### src/hdl/dq_pkg.sv
`default_nettype none

package dq_pkg;

	localparam int DEPTH  = 16;
	localparam int DATA_W = 32;
	localparam int IDX_W  = $clog2(DEPTH);
	localparam int CNT_W  = $clog2(DEPTH + 1);

	typedef logic [IDX_W-1:0]  idx_t;
	typedef logic [CNT_W-1:0]  cnt_t;
	typedef logic [DATA_W-1:0] data_t;

	typedef enum logic [1:0] {
		MODE_PUSH_FRONT = 2'd0,
		MODE_PUSH_BACK  = 2'd1,
		MODE_POP_FRONT  = 2'd2,
		MODE_POP_BACK   = 2'd3
	} mode_t;

	typedef struct packed {
		data_t popped;
		logic  error;
		logic  empty;
		logic  full;
		cnt_t  count;
		data_t front;
		data_t back;
	} result_t;

	function automatic idx_t ring_next(input idx_t i);
		ring_next = (i == idx_t'(DEPTH - 1)) ? '0 : i + idx_t'(1);
	endfunction

	function automatic idx_t ring_prev(input idx_t i);
		ring_prev = (i == '0) ? idx_t'(DEPTH - 1) : i - idx_t'(1);
	endfunction

endpackage

`default_nettype wire

### src/hdl/dq_ram.sv
`default_nettype none

module dq_ram #(
	parameter int DEPTH_P = 16,
	parameter int WIDTH_P = 32
) (
	input  wire logic                       clk,
	input  wire logic                       we,
	input  wire logic [$clog2(DEPTH_P)-1:0] waddr,
	input  wire logic [WIDTH_P-1:0]         wdata,
	input  wire logic                       re,
	input  wire logic [$clog2(DEPTH_P)-1:0] raddr,
	output logic      [WIDTH_P-1:0]         rdata
);

	logic [WIDTH_P-1:0] mem [DEPTH_P];

	always_ff @(posedge clk) begin
		if (we) begin
			mem[waddr] <= wdata;
		end
	end

	always_ff @(posedge clk) begin
		if (re) begin
			rdata <= mem[raddr];
		end
	end

endmodule

`default_nettype wire

### src/hdl/dq_core.sv
`default_nettype none

module dq_core
	import dq_pkg::*;
(
	input  wire logic         clk,
	input  wire logic         arst_n,
	input  wire logic         in_valid,
	output logic              in_ready,
	input  wire logic [1:0]   mode,
	input  wire data_t        push_value,
	output logic              res_valid,
	output result_t           res,
	input  wire logic         res_take
);

	idx_t    head_q, tail_q;
	cnt_t    count_q;
	data_t   front_q, back_q;
	logic    busy_s1, rd_front_s1, rd_back_s1, err_s1;
	data_t   popped_s1;

	mode_t   op;
	logic    accept, is_push, full, empty, err, refill;
	idx_t    head_prev, head_next, tail_next, tail_prev, tail_prev2;
	cnt_t    cnt_dec;
	logic    ram_we, ram_re;
	idx_t    ram_waddr, ram_raddr;
	data_t   ram_rdata;

	assign op         = mode_t'(mode);
	assign in_ready   = !busy_s1;
	assign accept     = in_valid && in_ready;
	assign is_push    = (op == MODE_PUSH_FRONT) || (op == MODE_PUSH_BACK);
	assign full       = (count_q == cnt_t'(DEPTH));
	assign empty      = (count_q == '0);
	assign err        = is_push ? full : empty;
	assign cnt_dec    = count_q - cnt_t'(1);
	// a pop that leaves two or more entries must fetch the new end from memory
	assign refill     = !is_push && !err && (cnt_dec >= cnt_t'(2));

	assign head_prev  = ring_prev(head_q);
	assign head_next  = ring_next(head_q);
	assign tail_next  = ring_next(tail_q);
	assign tail_prev  = ring_prev(tail_q);
	assign tail_prev2 = ring_prev(tail_prev);

	assign ram_we     = accept && is_push && !err;
	assign ram_waddr  = (op == MODE_PUSH_FRONT) ? head_prev : tail_q;
	assign ram_re     = accept && refill;
	assign ram_raddr  = (op == MODE_POP_FRONT) ? head_next : tail_prev2;

	dq_ram #(
		.DEPTH_P(DEPTH),
		.WIDTH_P(DATA_W)
	) u_ram (
		.clk  (clk),
		.we   (ram_we),
		.waddr(ram_waddr),
		.wdata(push_value),
		.re   (ram_re),
		.raddr(ram_raddr),
		.rdata(ram_rdata)
	);

	always_ff @(posedge clk or negedge arst_n) begin
		if (!arst_n) begin
			head_q      <= '0;
			tail_q      <= '0;
			count_q     <= '0;
			busy_s1     <= 1'b0;
			rd_front_s1 <= 1'b0;
			rd_back_s1  <= 1'b0;
		end else begin
			if (accept) begin
				busy_s1     <= 1'b1;
				rd_front_s1 <= refill && (op == MODE_POP_FRONT);
				rd_back_s1  <= refill && (op == MODE_POP_BACK);
				if (!err) begin
					case (op)
						MODE_PUSH_FRONT: begin
							head_q  <= head_prev;
							count_q <= count_q + cnt_t'(1);
						end
						MODE_PUSH_BACK: begin
							tail_q  <= tail_next;
							count_q <= count_q + cnt_t'(1);
						end
						MODE_POP_FRONT: begin
							head_q  <= head_next;
							count_q <= cnt_dec;
						end
						MODE_POP_BACK: begin
							tail_q  <= tail_prev;
							count_q <= cnt_dec;
						end
						default: begin
							count_q <= count_q;
						end
					endcase
				end
			end else if (res_take) begin
				busy_s1     <= 1'b0;
				rd_front_s1 <= 1'b0;
				rd_back_s1  <= 1'b0;
			end
		end
	end

	// cached end values; a refill lands when the result leaves
	always_ff @(posedge clk) begin
		if (accept) begin
			err_s1    <= err;
			popped_s1 <= '0;
			if (!err) begin
				case (op)
					MODE_PUSH_FRONT: begin
						front_q <= push_value;
						if (empty) begin
							back_q <= push_value;
						end
					end
					MODE_PUSH_BACK: begin
						back_q <= push_value;
						if (empty) begin
							front_q <= push_value;
						end
					end
					MODE_POP_FRONT: begin
						popped_s1 <= front_q;
						if (cnt_dec == cnt_t'(1)) begin
							front_q <= back_q;
						end
					end
					MODE_POP_BACK: begin
						popped_s1 <= back_q;
						if (cnt_dec == cnt_t'(1)) begin
							back_q <= front_q;
						end
					end
					default: begin
						popped_s1 <= '0;
					end
				endcase
			end
		end else if (res_take) begin
			if (rd_front_s1) begin
				front_q <= ram_rdata;
			end
			if (rd_back_s1) begin
				back_q <= ram_rdata;
			end
		end
	end

	assign res_valid  = busy_s1;
	assign res.popped = popped_s1;
	assign res.error  = err_s1;
	assign res.empty  = empty;
	assign res.full   = full;
	assign res.count  = count_q;
	assign res.front  = empty ? '0 : (rd_front_s1 ? ram_rdata : front_q);
	assign res.back   = empty ? '0 : (rd_back_s1 ? ram_rdata : back_q);

`ifndef ASSERT_OFF
	a_count_bound: assert property (@(posedge clk) disable iff (!arst_n)
		count_q <= cnt_t'(DEPTH))
		else $error("entry count above depth");

	a_err_holds_state: assert property (@(posedge clk) disable iff (!arst_n)
		(accept && err) |=> ($stable(count_q) && $stable(head_q) && $stable(tail_q)))
		else $error("rejected word changed queue state");

	a_refill_depth: assert property (@(posedge clk) disable iff (!arst_n)
		(rd_front_s1 || rd_back_s1) |-> (busy_s1 && count_q >= cnt_t'(2)))
		else $error("refill pending without two entries");

	a_one_refill: assert property (@(posedge clk) disable iff (!arst_n)
		!(rd_front_s1 && rd_back_s1))
		else $error("both ends refilled at once");
`endif

endmodule

`default_nettype wire

### src/hdl/double_ended_queue.sv
`default_nettype none

// Bounded double-ended queue of DEPTH unsigned words held in a ring buffer
// memory. Each input word carries an operation in mode (push front, push
// back, pop front, pop back) and the value to push; each one yields exactly
// one result word with the popped value, an error flag, the empty and full
// flags, the entry count and the front and back entries as they stand after
// the operation (zero when empty). A pop on an empty queue or a push on a
// full queue raises error and leaves the queue untouched. On acceptance
// the core updates the ring pointers and writes or reads the slot memory;
// it then catches the registered memory read that refills the front or
// back cache after a pop and hands the result to the output register once
// that register is free or draining. No new word is accepted until then.
// While the output register waits on out_ready, one further word can be
// accepted and held in the core.
module double_ended_queue
	import dq_pkg::*;
(
	input  wire logic              clk,
	input  wire logic              arst_n,
	input  wire logic              in_valid,
	output logic                   in_ready,
	input  wire logic [1:0]        mode,
	input  wire logic [DATA_W-1:0] push_value,
	output logic                   out_valid,
	input  wire logic              out_ready,
	output logic [DATA_W-1:0]      popped_value,
	output logic                   error,
	output logic                   is_empty,
	output logic                   is_full,
	output logic [CNT_W-1:0]       entry_count,
	output logic [DATA_W-1:0]      front_value,
	output logic [DATA_W-1:0]      back_value
);

	logic    res_valid, res_take, out_valid_q;
	result_t res, out_q;

	dq_core u_core (
		.clk       (clk),
		.arst_n    (arst_n),
		.in_valid  (in_valid),
		.in_ready  (in_ready),
		.mode      (mode),
		.push_value(push_value),
		.res_valid (res_valid),
		.res       (res),
		.res_take  (res_take)
	);

	// move the result out whenever the output register is free or draining
	assign res_take = res_valid && (!out_valid_q || out_ready);

	always_ff @(posedge clk or negedge arst_n) begin
		if (!arst_n) begin
			out_valid_q <= 1'b0;
		end else if (res_take) begin
			out_valid_q <= 1'b1;
		end else if (out_ready) begin
			out_valid_q <= 1'b0;
		end
	end

	// hold the payload until the word is taken
	always_ff @(posedge clk) begin
		if (res_take) begin
			out_q <= res;
		end
	end

	assign out_valid    = out_valid_q;
	assign popped_value = out_q.popped;
	assign error        = out_q.error;
	assign is_empty     = out_q.empty;
	assign is_full      = out_q.full;
	assign entry_count  = out_q.count;
	assign front_value  = out_q.front;
	assign back_value   = out_q.back;

endmodule

`default_nettype wire
### config.mk
export PLATFORM = sky130hd
export DESIGN_NAME = double_ended_queue
export DESIGN_NICKNAME = d
export VERILOG_FILES = /design/src/hdl/dq_pkg.sv /design/src/hdl/dq_ram.sv /design/src/hdl/dq_core.sv /design/src/hdl/double_ended_queue.sv
export SDC_FILE = /design/constraint.sdc
export NUM_CORES = 1
export LEC_CHECK = 0
export BUFFER_PORTS_ARGS = -buffer_cell sky130_fd_sc_hd__clkbuf_2
export CAP_MARGIN = 20
export CORE_ASPECT_RATIO = 0.8
export CORE_MARGIN = 8
export CORE_UTILIZATION = 55
export CTS_CLUSTER_SIZE = 10
export DETAILED_ROUTE_END_ITERATION = 12
export PLACE_DENSITY = 0.79
export SKIP_CTS_REPAIR_TIMING = 1
export SYNTH_ARGS = -nofsm -noshare
export SYNTH_HDL_FRONTEND = slang
export SYNTH_SLANG_ARGS = --single-unit
### constraint.sdc
create_clock -name clk -period 4.9 [get_ports clk]
set_clock_uncertainty 0.1 [all_clocks]
set_input_delay 0.98 -clock clk [delete_from_list [all_inputs] [get_ports clk]]
set_output_delay 0.98 -clock clk [all_outputs]
set_load 0.05 [all_outputs]
== Word level (Yosys, flattened, before mapping) ==
Memory sizes are Yosys's and may differ from the RTL's. A register that Yosys moved wholly into a read port is not among the register bits.
Cells that the tools add are included.
Cells by class
  reductions and logical operators: 31
  add/sub/neg operators: 7
  bitwise logic cells: 1
  equality and inequality tests: 14
  $lt $le $gt $ge: 1
  mux-type cells: 33
Operators with widths (number)
  32-bit two-way mux: 11
  32-bit one-hot mux with 3 select lines: 2
  32-bit one-hot mux with 2 select lines: 1
  4-bit two-way mux: 7
  4-bit one-hot mux with 2 select lines: 2
  4-bit logical NOT: 3
  3-bit inequality test, second input constant: 4
  4-bit by 1-bit subtractor with 4-bit output, second input constant: 3
  5-bit one-hot mux with 2 select lines: 1
  5-bit AND reduction: 2
  1-bit logical AND: 9
  1-bit two-way mux: 9
  4-bit by 1-bit adder with 4-bit output, second input constant: 2
  4-bit == test, second input constant: 2
  4-bit inequality test, second input constant: 2
  2-bit nonzero test: 4
  3-bit AND reduction: 2
  5-bit by 1-bit adder with 5-bit output, second input constant: 1
  5-bit by 1-bit == test with 1-bit output, second input constant: 1
  5-bit == test, second input constant: 1
  5-bit by 2-bit greater-or-equal comparator with 1-bit output, second input constant: 1
  5-bit logical NOT: 1
  5-bit by 1-bit subtractor with 5-bit output, second input constant: 1
  2-bit == test, second input constant: 2
  8 further kinds: 13
Storage, ports and cells
  input port bits: 38
  bits in registers: 218
  memories kept: 1
  bits in writable memories: 512
  output and inout bits: 106
  logic and storage cells: 106
Memory list
  u_core.u_ram.mem: words 16, width 32, rd ports 1, clocked after memory_dff 1, write ports 1, line dq_ram.sv:16  | logic [WIDTH_P-1:0] mem [DEPTH_P];

== Logic depth before layout (Yosys ltp) ==
Gate-level depths: netlist of the first run.
  depth in word-level cells: 8
  depth in mapped cells: 11
  mapped depth without buffers: 8

== By module ==
A second synthesis of the first run with hierarchy kept.
Unflattened totals
  cell total of the unflattened synthesis: 1677
  area, all modules: 30584.3 µm²
Modules (own cells, without submodules)
  dq_ram: area an instance 20155.6 µm², times used 1, seq. area each 16335.7 µm², cells each 838
  dq_core: area an instance 7262.0 µm², times used 1, seq. area each 3313.2 µm², cells each 731
  double_ended_queue: area an instance 3166.8 µm², times used 1, seq. area each 3148.0 µm², cells each 108

== Worst setup path after synthesis of the first run ==
Ideal clock, no wire load.
  path type: input to register
  start: in mode[1]
  end: reg u_core.u_ram.rdata[0], read port of u_core.u_ram.mem (enable)
  cell stages on the path: 5
  library setup time: 520 ps
  arrival time: 5099 ps
  data required time: 4280 ps
  buffers on the path: 1
  path slack: -819 ps
  path through: inv_1 -> ha_1 -> clkbuf_1 -> nor2_1 -> nor4b_1
Between the ends
  longest elaborated chain between the ends: 7
  elaborated cells between the ends (all ways): 11
  those cells by class: 2 x eq/ne; 2 x mux; 7 x reduce/logical
RTL lines
  from (decl): line double_ended_queue.sv:23  | input wire logic [1:0] mode,
  2-bit by 1-bit == test with 1-bit output / 2-bit logical NOT (equally long branches): line dq_core.sv:34  | assign is_push = (op == MODE_PUSH_FRONT) || (op == MODE_PUSH_BACK);
  1-bit logical OR (*): line dq_core.sv:34
  1-bit two-way mux: line dq_core.sv:37  | assign err = is_push ? full : empty;
  1-bit logical NOT: line dq_core.sv:40  | assign refill = !is_push && !err && (cnt_dec >= cnt_t'(2));
  1-bit logical AND (*) (2 in series): line dq_core.sv:40
  1-bit logical AND (*): line dq_core.sv:50  | assign ram_re = accept && refill;
  net u_core.ram_re: line dq_core.sv:27  | logic ram_we, ram_re;
  to (decl): line dq_ram.sv:13  | output logic [WIDTH_P-1:0] rdata
The timed path passes the listed nets; every way through them passes the cells marked *.
A chain may end at the register's enable or synchronous reset.

== Final worst setup path of the first run ==
  start: in mode[0]
  end: mem u_core.u_ram.mem[7][11] (enable)
Between the ends
  longest elaborated chain between the ends: 7
  elaborated cells between the ends (all ways): 10
  those cells by class: 1 x eq/ne; 4 x mux; 5 x reduce/logical
RTL lines
  2-bit by 1-bit == test with 1-bit output / 2-bit logical NOT (equally long branches): line dq_core.sv:34, dq_core.sv:49
  1-bit logical OR: line dq_core.sv:34
  1-bit two-way mux: line dq_core.sv:37
  1-bit logical NOT: line dq_core.sv:48  | assign ram_we = accept && is_push && !err;
  1-bit logical AND: line dq_core.sv:48
  1-bit two-way mux: line dq_ram.sv:19  | if (we) begin
  1-bit two-way mux (implied by the code): line dq_ram.sv:20  | mem[waddr] <= wdata;
  to (decl): line dq_ram.sv:16
Several ways; a longest one is shown, not always the timed one.

==> results of run 1 <==
Yosys cell counts (18+ instances only):
| library cell | n |
|---|---|
| a211oi_1 | 64 |
| a22oi_1 | 33 |
| and2_1 | 34 |
| nor2b_1 | 35 |
| ha_1 | 18 |
| mux2i_1 | 549 |
| buf_4 | 43 |
| nand2_1 | 24 |
| edfxtp_1 | 745 |
| inv_1 | 18 |
| a21oi_1 | 74 |
| clkbuf_1 | 47 |
| nor2_1 | 126 |
state kept, by name (all words and copies together) (netlist names), 4 cells and up:
name	count
u_core.head_q	4
u_core.count_q	5
u_core.back_q	32
front_value	32
u_core.front_q	32
u_core.tail_q	4
u_core.u_ram.mem	512
back_value	32
popped_value	32
u_core.popped_s1	32
entry_count	5
u_core.u_ram.rdata	32
area by class of cell:
cell class                      count  share of cell area (%)
Tap cell                          769                    2.67
Multi-Input combinational cell   1042                    23.9
Sequential cell                   762                    63.2
Inverter                           19                   0.204
Timing Repair Buffer              184                    3.32
Clock buffer                      107                    6.24
Clock inverter                     11                   0.527
metal layers:
layer  routed length, um  GRT usage [%]
met3                6090           5.22
met5                   0              0
met4                1330           5.18
met2               32500           32.9
met1               30100           28.9
per-stage QoR:
stage / hold slack, ns / setup slack, ns
after global routing: 0.200 / 1.20
after floorplan: 0.300 / 0.231
final: 0.196 / 1.42
after global placement: 0.301 / 0.798
after detailed placement: 0.305 / 0.807
after CTS: 0.166 / 1.45
power breakdown:
part	switching [uW]	internal, uW
combinational	5970	3350
clock	2390	3280
sequential	671	8770
worst paths after layout:
check                      cells past startpoint  slack [ns]                       to
max in group asynchronous                      1        4.15       u_core.rd_front_s1
hold / removal                                 1        0.20        u_core.count_q[0]
hold reg to reg                                0        0.30          popped_value[4]
setup reg to reg                               8        1.51  u_core.u_ram.mem[7][11]
setup / recovery                               9        1.42  u_core.u_ram.mem[7][11]
min in group clk                               0        0.30          popped_value[4]
logic make-up (layout without fill, tap and decap cells):
logic type,count (synthesis),in the layout,share of synthesized area (%)
DFF,762,762,71.4
muxes,551,551,17.3
and+or+nand+nor,249,249,3.71
AOI/OAI and AO/OA,218,218,4.50
buffers and inverters,138,321,2.20
adders and majority gates,18,18,0.706
xor gates and xnor gates,6,6,0.165
==> impl_metrics.env, run 1 <==
export IMPL_final_util_pct=62.5
export IMPL_seq_area_frac_synth_pct=71.4
export IMPL_syn_nets=1998
export IMPL_final_common_cell="edfxtp_1"
export IMPL_synth_top_area_share_pct=70.1
export IMPL_maxSlewViolCount=0
export IMPL_layout_common_cells="edfxtp_1 (745), mux2i_1 (549), clkbuf_2 (143)"
export IMPL_ys_flop_type="edfxtp_1"
export IMPL_diodes=0
export IMPL_final_area_um2=36100
export IMPL_tns_ns=0
export IMPL_synth_seq_cells=762
export IMPL_p_per_area_nw_per_um2=677
export IMPL_crit_path_top_delay_cell="nor2_4"
export IMPL_final_nets=2152
export IMPL_stdcell_count=2894
export IMPL_port_buffers=143
export IMPL_drive_above_1_share_pct=14.8
export IMPL_cts_buffer_depth=3
export IMPL_clock_sinks=762
export IMPL_async_flop_share_pct=2.23
export IMPL_htree_levels=3
export IMPL_drt_antenna_violating_nets=0
export IMPL_p_leak_uw=0.0129
export IMPL_grt_pass1_wl_mm=106
export IMPL_grt_max_degree=94
export IMPL_timing_final_setup_violations=0
export IMPL_fmax_ghz=0.288
export IMPL_cp_top_family="simple AND/OR/NAND/NOR gates"
export IMPL_placed_area_um2=33700
export IMPL_ys_types=57
export IMPL_syn2layout_area_growth_pct=13.1
export IMPL_die_width_um=285
export IMPL_slowest_delay_ns=0.63
export IMPL_path_class="input pin to flop"
export IMPL_cp_num_buf_inv=4
export IMPL_die_y_um=231
export IMPL_hold_violations=0
export IMPL_synthCells=1942
export IMPL_rsz0062_at_grt="no"
export IMPL_multi_input_area_um2=8620
export IMPL_cts_buffers=87
export IMPL_totalWireLength_mm=70.0
export IMPL_slew_headroom_pct=23.0
export IMPL_fill_cells=4001
export IMPL_syn_area_um2=31900
export IMPL_dieArea_um2=66000
export IMPL_core_um2=57700
export IMPL_start_util_pct=55.3
export IMPL_cap_violations=0
export IMPL_setup_worst_path_start_class="input pin"
export IMPL_wl_per_cell_um=24.2
export IMPL_drtIter0Drc=1838
export IMPL_root_buffer="clkbuf_16"
export IMPL_min_period_ns=3.48
export IMPL_crit_arrival_ns=3.70
export IMPL_tightest_slew_ns=1.15
export IMPL_crit_path_frequent_cell="inv_1"
export IMPL_synth_top_area_cell="edfxtp_1"
export IMPL_grt_pass1_vias=17900
export IMPL_cts_tree="yes"
export IMPL_startpoint="mode[0]"
export IMPL_crit_chain="clkbuf_2, inv_1, ha_1, inv_1, mux2i_1, nor4_1, nand2_1, nor2_4, buf_12"
export IMPL_r2r_start="u_core.count_q[0]"
export IMPL_dr_pass1_iters=8
export IMPL_outcome="complete, no violations"
export IMPL_p_total_uw=24400
export IMPL_path_max_fanout=17
export IMPL_synth_area_leaders="edfxtp_1 (70%), mux2i_1 (17%), a211oi_1 (1.5%)"
export IMPL_synth_warning_count=0
export IMPL_finalCritPeriodShare_pct=70.9
export IMPL_irDropWorstVdd_mv=0.599
export IMPL_gr_total_overflow=0
export IMPL_antenna_found_initial=1
export IMPL_io_pins=144
export IMPL_worstSkewPairLatency_ns=0.64
export IMPL_clkTransAtPathRegs_ns=0.05
export IMPL_syn_area_per_cell_um2=16.4
export IMPL_place_inst=2776
export IMPL_rows=79
export IMPL_min_path_type="input pin to async pin"
export IMPL_gp_congestion=0.820
export IMPL_ff_latch_area_um2=22800
export IMPL_vias=17500
export IMPL_track_usage_pct=20.8
export IMPL_setup_worst_path_end_class="flop"
export IMPL_via_per_inst=6.05
export IMPL_synth_edf_count=745
export IMPL_post_dp_hpwl_mm=42.0
export IMPL_required_ns=5.12
export IMPL_drc_errors=0
No activity file was read; power rests on OpenSTA's default activity.
==> run 2, diff against run 1 <==
--- a/config.mk
+++ b/config.mk
@@ -5,14 +5,15 @@
 export SDC_FILE = /design/constraint.sdc
 export NUM_CORES = 1
 export LEC_CHECK = 0
+export ABC_AREA = 1
 export BUFFER_PORTS_ARGS = -buffer_cell sky130_fd_sc_hd__clkbuf_2
 export CAP_MARGIN = 20
 export CORE_ASPECT_RATIO = 0.8
 export CORE_MARGIN = 8
-export CORE_UTILIZATION = 55
+export CORE_UTILIZATION = 61
 export CTS_CLUSTER_SIZE = 10
 export DETAILED_ROUTE_END_ITERATION = 12
-export PLACE_DENSITY = 0.79
+export PLACE_DENSITY = 0.83
 export SKIP_CTS_REPAIR_TIMING = 1
 export SYNTH_ARGS = -nofsm -noshare
 export SYNTH_HDL_FRONTEND = slang
==> constraint.sdc (replaced) <==
create_clock -name clk -period 3.5 [get_ports clk]
set_clock_uncertainty 0.1 [all_clocks]
set_input_delay 0.7 -clock clk [delete_from_list [all_inputs] [get_ports clk]]
set_output_delay 0.7 -clock clk [all_outputs]
set_load 0.05 [all_outputs]
==> run 2 against run 1 <==
Compared with the run above:
- combinational power grew 35%
- setup slack lost 0.93 ns
- largest power group is now combinational logic
- highest routed layer unchanged
- register-to-register slack lost 1.0 ns
- sequential share of layout area shrank 2.9 points
- area after synthesis grew 5.0%
- critical path depth shrank 1
- hold slack gained 0.080 ns
- sequential power grew 25%
- cell count grew 42%
- non-clock buffer count grew 47
==> impl_metrics.env, run 2 <==
export IMPL_drt_antenna_violating_nets=0
export IMPL_die_y_um=226
export IMPL_crit_end="u_core.u_ram.mem[6][9]"
export IMPL_tns_ns=0
export IMPL_vias=24600
export IMPL_p_per_area_nw_per_um2=852
export IMPL_dieArea_um2=62800
export IMPL_largest_reg_flops=512
export IMPL_cp_num_buf_inv=2
export IMPL_path_class="flop to flop"
export IMPL_final_common_cell="nand2_1"
export IMPL_p_leak_uw=0.0156
export IMPL_synth_edf_count=745
export IMPL_ys_flop_type="edfxtp_1"
export IMPL_wl_per_cell_um=20.9
export IMPL_cp_top_family="simple AND/OR/NAND/NOR gates"
export IMPL_startpoint="u_core.count_q[0]"
export IMPL_syn2layout_area_growth_pct=12.8
export IMPL_crit_path_frequent_cell="nand3_1"
export IMPL_synth_area_leaders="edfxtp_1 (67%), nand2_1 (15%), nand3_1 (4.2%)"
export IMPL_r2r_end="u_core.u_ram.mem[6][9]"
export IMPL_die_width_um=278
export IMPL_syn_area_um2=33500
export IMPL_outcome="complete, no violations"
export IMPL_regMostFlops="u_core.u_ram.mem"
export IMPL_setup_worst_path_start_class="flop"
export IMPL_gp_congestion=0.870
export IMPL_totalWireLength_mm=85.7
export IMPL_p_total_uw=32200
export IMPL_min_path_type="input pin to flop"
export IMPL_synth_common_cells="nand2_1 (1,364), edfxtp_1 (745), nand3_1 (281)"
export IMPL_clkTransAtPathRegs_ns=0.05
export IMPL_maxSlewViolCount=0
export IMPL_worstSkewPairLatency_ns=0.64
export IMPL_p_seq_share_pct=36.7
export IMPL_cts_tree="yes"
export IMPL_tightest_slew_ns=0.768
export IMPL_crit_path_top_delay_cell="nand3_1"
export IMPL_via_per_inst=6.00
export IMPL_power_switching_uw=12800
export IMPL_slowest_delay_ns=0.47
export IMPL_cap_violations=0
export IMPL_cts_buffer_depth=3
export IMPL_synth_seq_cells=762
export IMPL_drtIter0Drc=3531
export IMPL_cp_depth=8
export IMPL_fmax_ghz=0.332
export IMPL_track_usage_pct=26.8
export IMPL_seq_area_frac_synth_pct=68.0
export IMPL_io_pins=144
export IMPL_p_comb_share_pct=39.1
export IMPL_crit_arrival_ns=3.22
export IMPL_final_nets=3420
export IMPL_rr_worst_depth=8
export IMPL_grt_pass1_vias=24200
export IMPL_grt_pass1_wl_mm=132
export IMPL_drive_above_1_share_pct=12.5
export IMPL_rrSetupSlack_ns=0.49
export IMPL_syn_nets=3297
export IMPL_setup_worst_path_end_class="flop"
export IMPL_power_frac_clock_pct=24.2
export IMPL_timing_final_setup_violations=0
export IMPL_hold_violations=0
export IMPL_dr_pass1_iters=6
export IMPL_synth_top_area_cell="edfxtp_1"
export IMPL_gr_total_overflow=0
export IMPL_r2r_start="u_core.count_q[0]"
export IMPL_netSwitchingFraction_pct=39.9
export IMPL_htree_levels=3
export IMPL_slew_headroom_pct=48.8
export IMPL_path_max_fanout=11
export IMPL_port_buffers=143
export IMPL_core_um2=54800
export IMPL_synth_most_common_cell="nand2_1"
export IMPL_final_util_pct=69.0
export IMPL_drc_errors=0
export IMPL_synth_top_area_share_pct=66.7
export IMPL_antenna_found_initial=0
export IMPL_crit_chain="inv_1, ha_1, nand3_1, o21ai_0, nor2_1, nand3_1, nor2_4, buf_4"
export IMPL_rsz0062_at_grt="no"
export IMPL_syn_area_per_cell_um2=10.3
export IMPL_cts_buffers=86
export IMPL_p_int_uw=19400
export IMPL_synthCells=3241
export IMPL_required_ns=3.71
export IMPL_layout_common_cells="nand2_1 (1,361), edfxtp_1 (745), nand3_1 (281)"
export IMPL_start_util_pct=61.2
export IMPL_post_dp_hpwl_mm=50.6
export IMPL_ys_types=34
export IMPL_clock_sinks=762
export IMPL_place_inst=3985
export IMPL_finalCritPeriodShare_pct=85.9
export IMPL_synth_warning_count=0
export IMPL_async_flop_share_pct=2.23
export IMPL_root_buffer="clkbuf_16"
export IMPL_grt_max_degree=112
export IMPL_irDropWorstVdd_mv=0.662
export IMPL_stdcell_count=4098
export IMPL_rows=77
export IMPL_min_period_ns=3.01
## run 2: worst min-delay path by stage
stage / startpoint / end / slack, ns / depth (start not counted)
6_report: out_ready / out_valid / 0.28 / 4
5_1_grt: out_ready / out_valid / 0.27 / 4
4_1_cts: arst_n / u_core.head_q[0] / -0.07 / 1
3_5_place_dp: u_core.popped_s1[0] / popped_value[0] / 0.30 / 0
3_3_place_gp: u_core.popped_s1[28] / popped_value[28] / 0.30 / 0
2_1_floorplan: arst_n / out_valid / 0.30 / 0
## run 2: tightest hold or removal path, stage by stage
cell and delay [ns]:
clkbuf_2 0.07, inv_1 0.03, nand2_1 0.10, nand2_1 0.06
## run 2: logic make-up after synthesis
group,synth area share (%)
and+or+nand+nor,21.4
DFF,68.0
buffers and inverters,4.71
AOI/OAI and AO/OA,4.97
adders and majority gates,0.672
xor gates and xnor gates,0.261
## run 2: routing by layer
layer	wire length (um)	vias up	global-route usage (%)
met5	0	-	0
met2	41900	1620	45.3
li1	-	11100	-
met1	31500	11600	34.1
met3	8520	261	4.96
met4	3680	0	11.6
## run 2: area by class of cell
cell class / instances / area, um2
Antenna cell: 1 / 2.50
Clock buffer: 105 / 2270
Clock inverter: 5 / 51.3
Fill cell: 3658 / 17000
Inverter: 169 / 637
Multi-Input combinational cell: 2114 / 9340
Sequential cell: 762 / 22800
Tap cell: 711 / 890
Timing Repair Buffer: 231 / 1850
## run 2: power by group through the flow
stage,sequential [uW],combinational [uW],clock (uW)
2_1_floorplan,12600,7710,0
3_3_place_gp,12000,12000,0
3_5_place_dp,12000,12300,0
4_1_cts,11800,12400,7850
5_1_grt,11900,13800,8180
6_report,11800,12600,7800
## run 2: through the flow
step | instance area (um2) | worst slack, ns | hold slack [ns]
finish | 37800 | 0.492 | 0.276
global route | 37800 | 0.429 | 0.272
CTS | 37800 | 0.597 | -0.0681
detailed placement | 35500 | 0.227 | 0.305
global placement | 35500 | 0.329 | 0.301
floorplan | 33500 | 0.0133 | 0.300
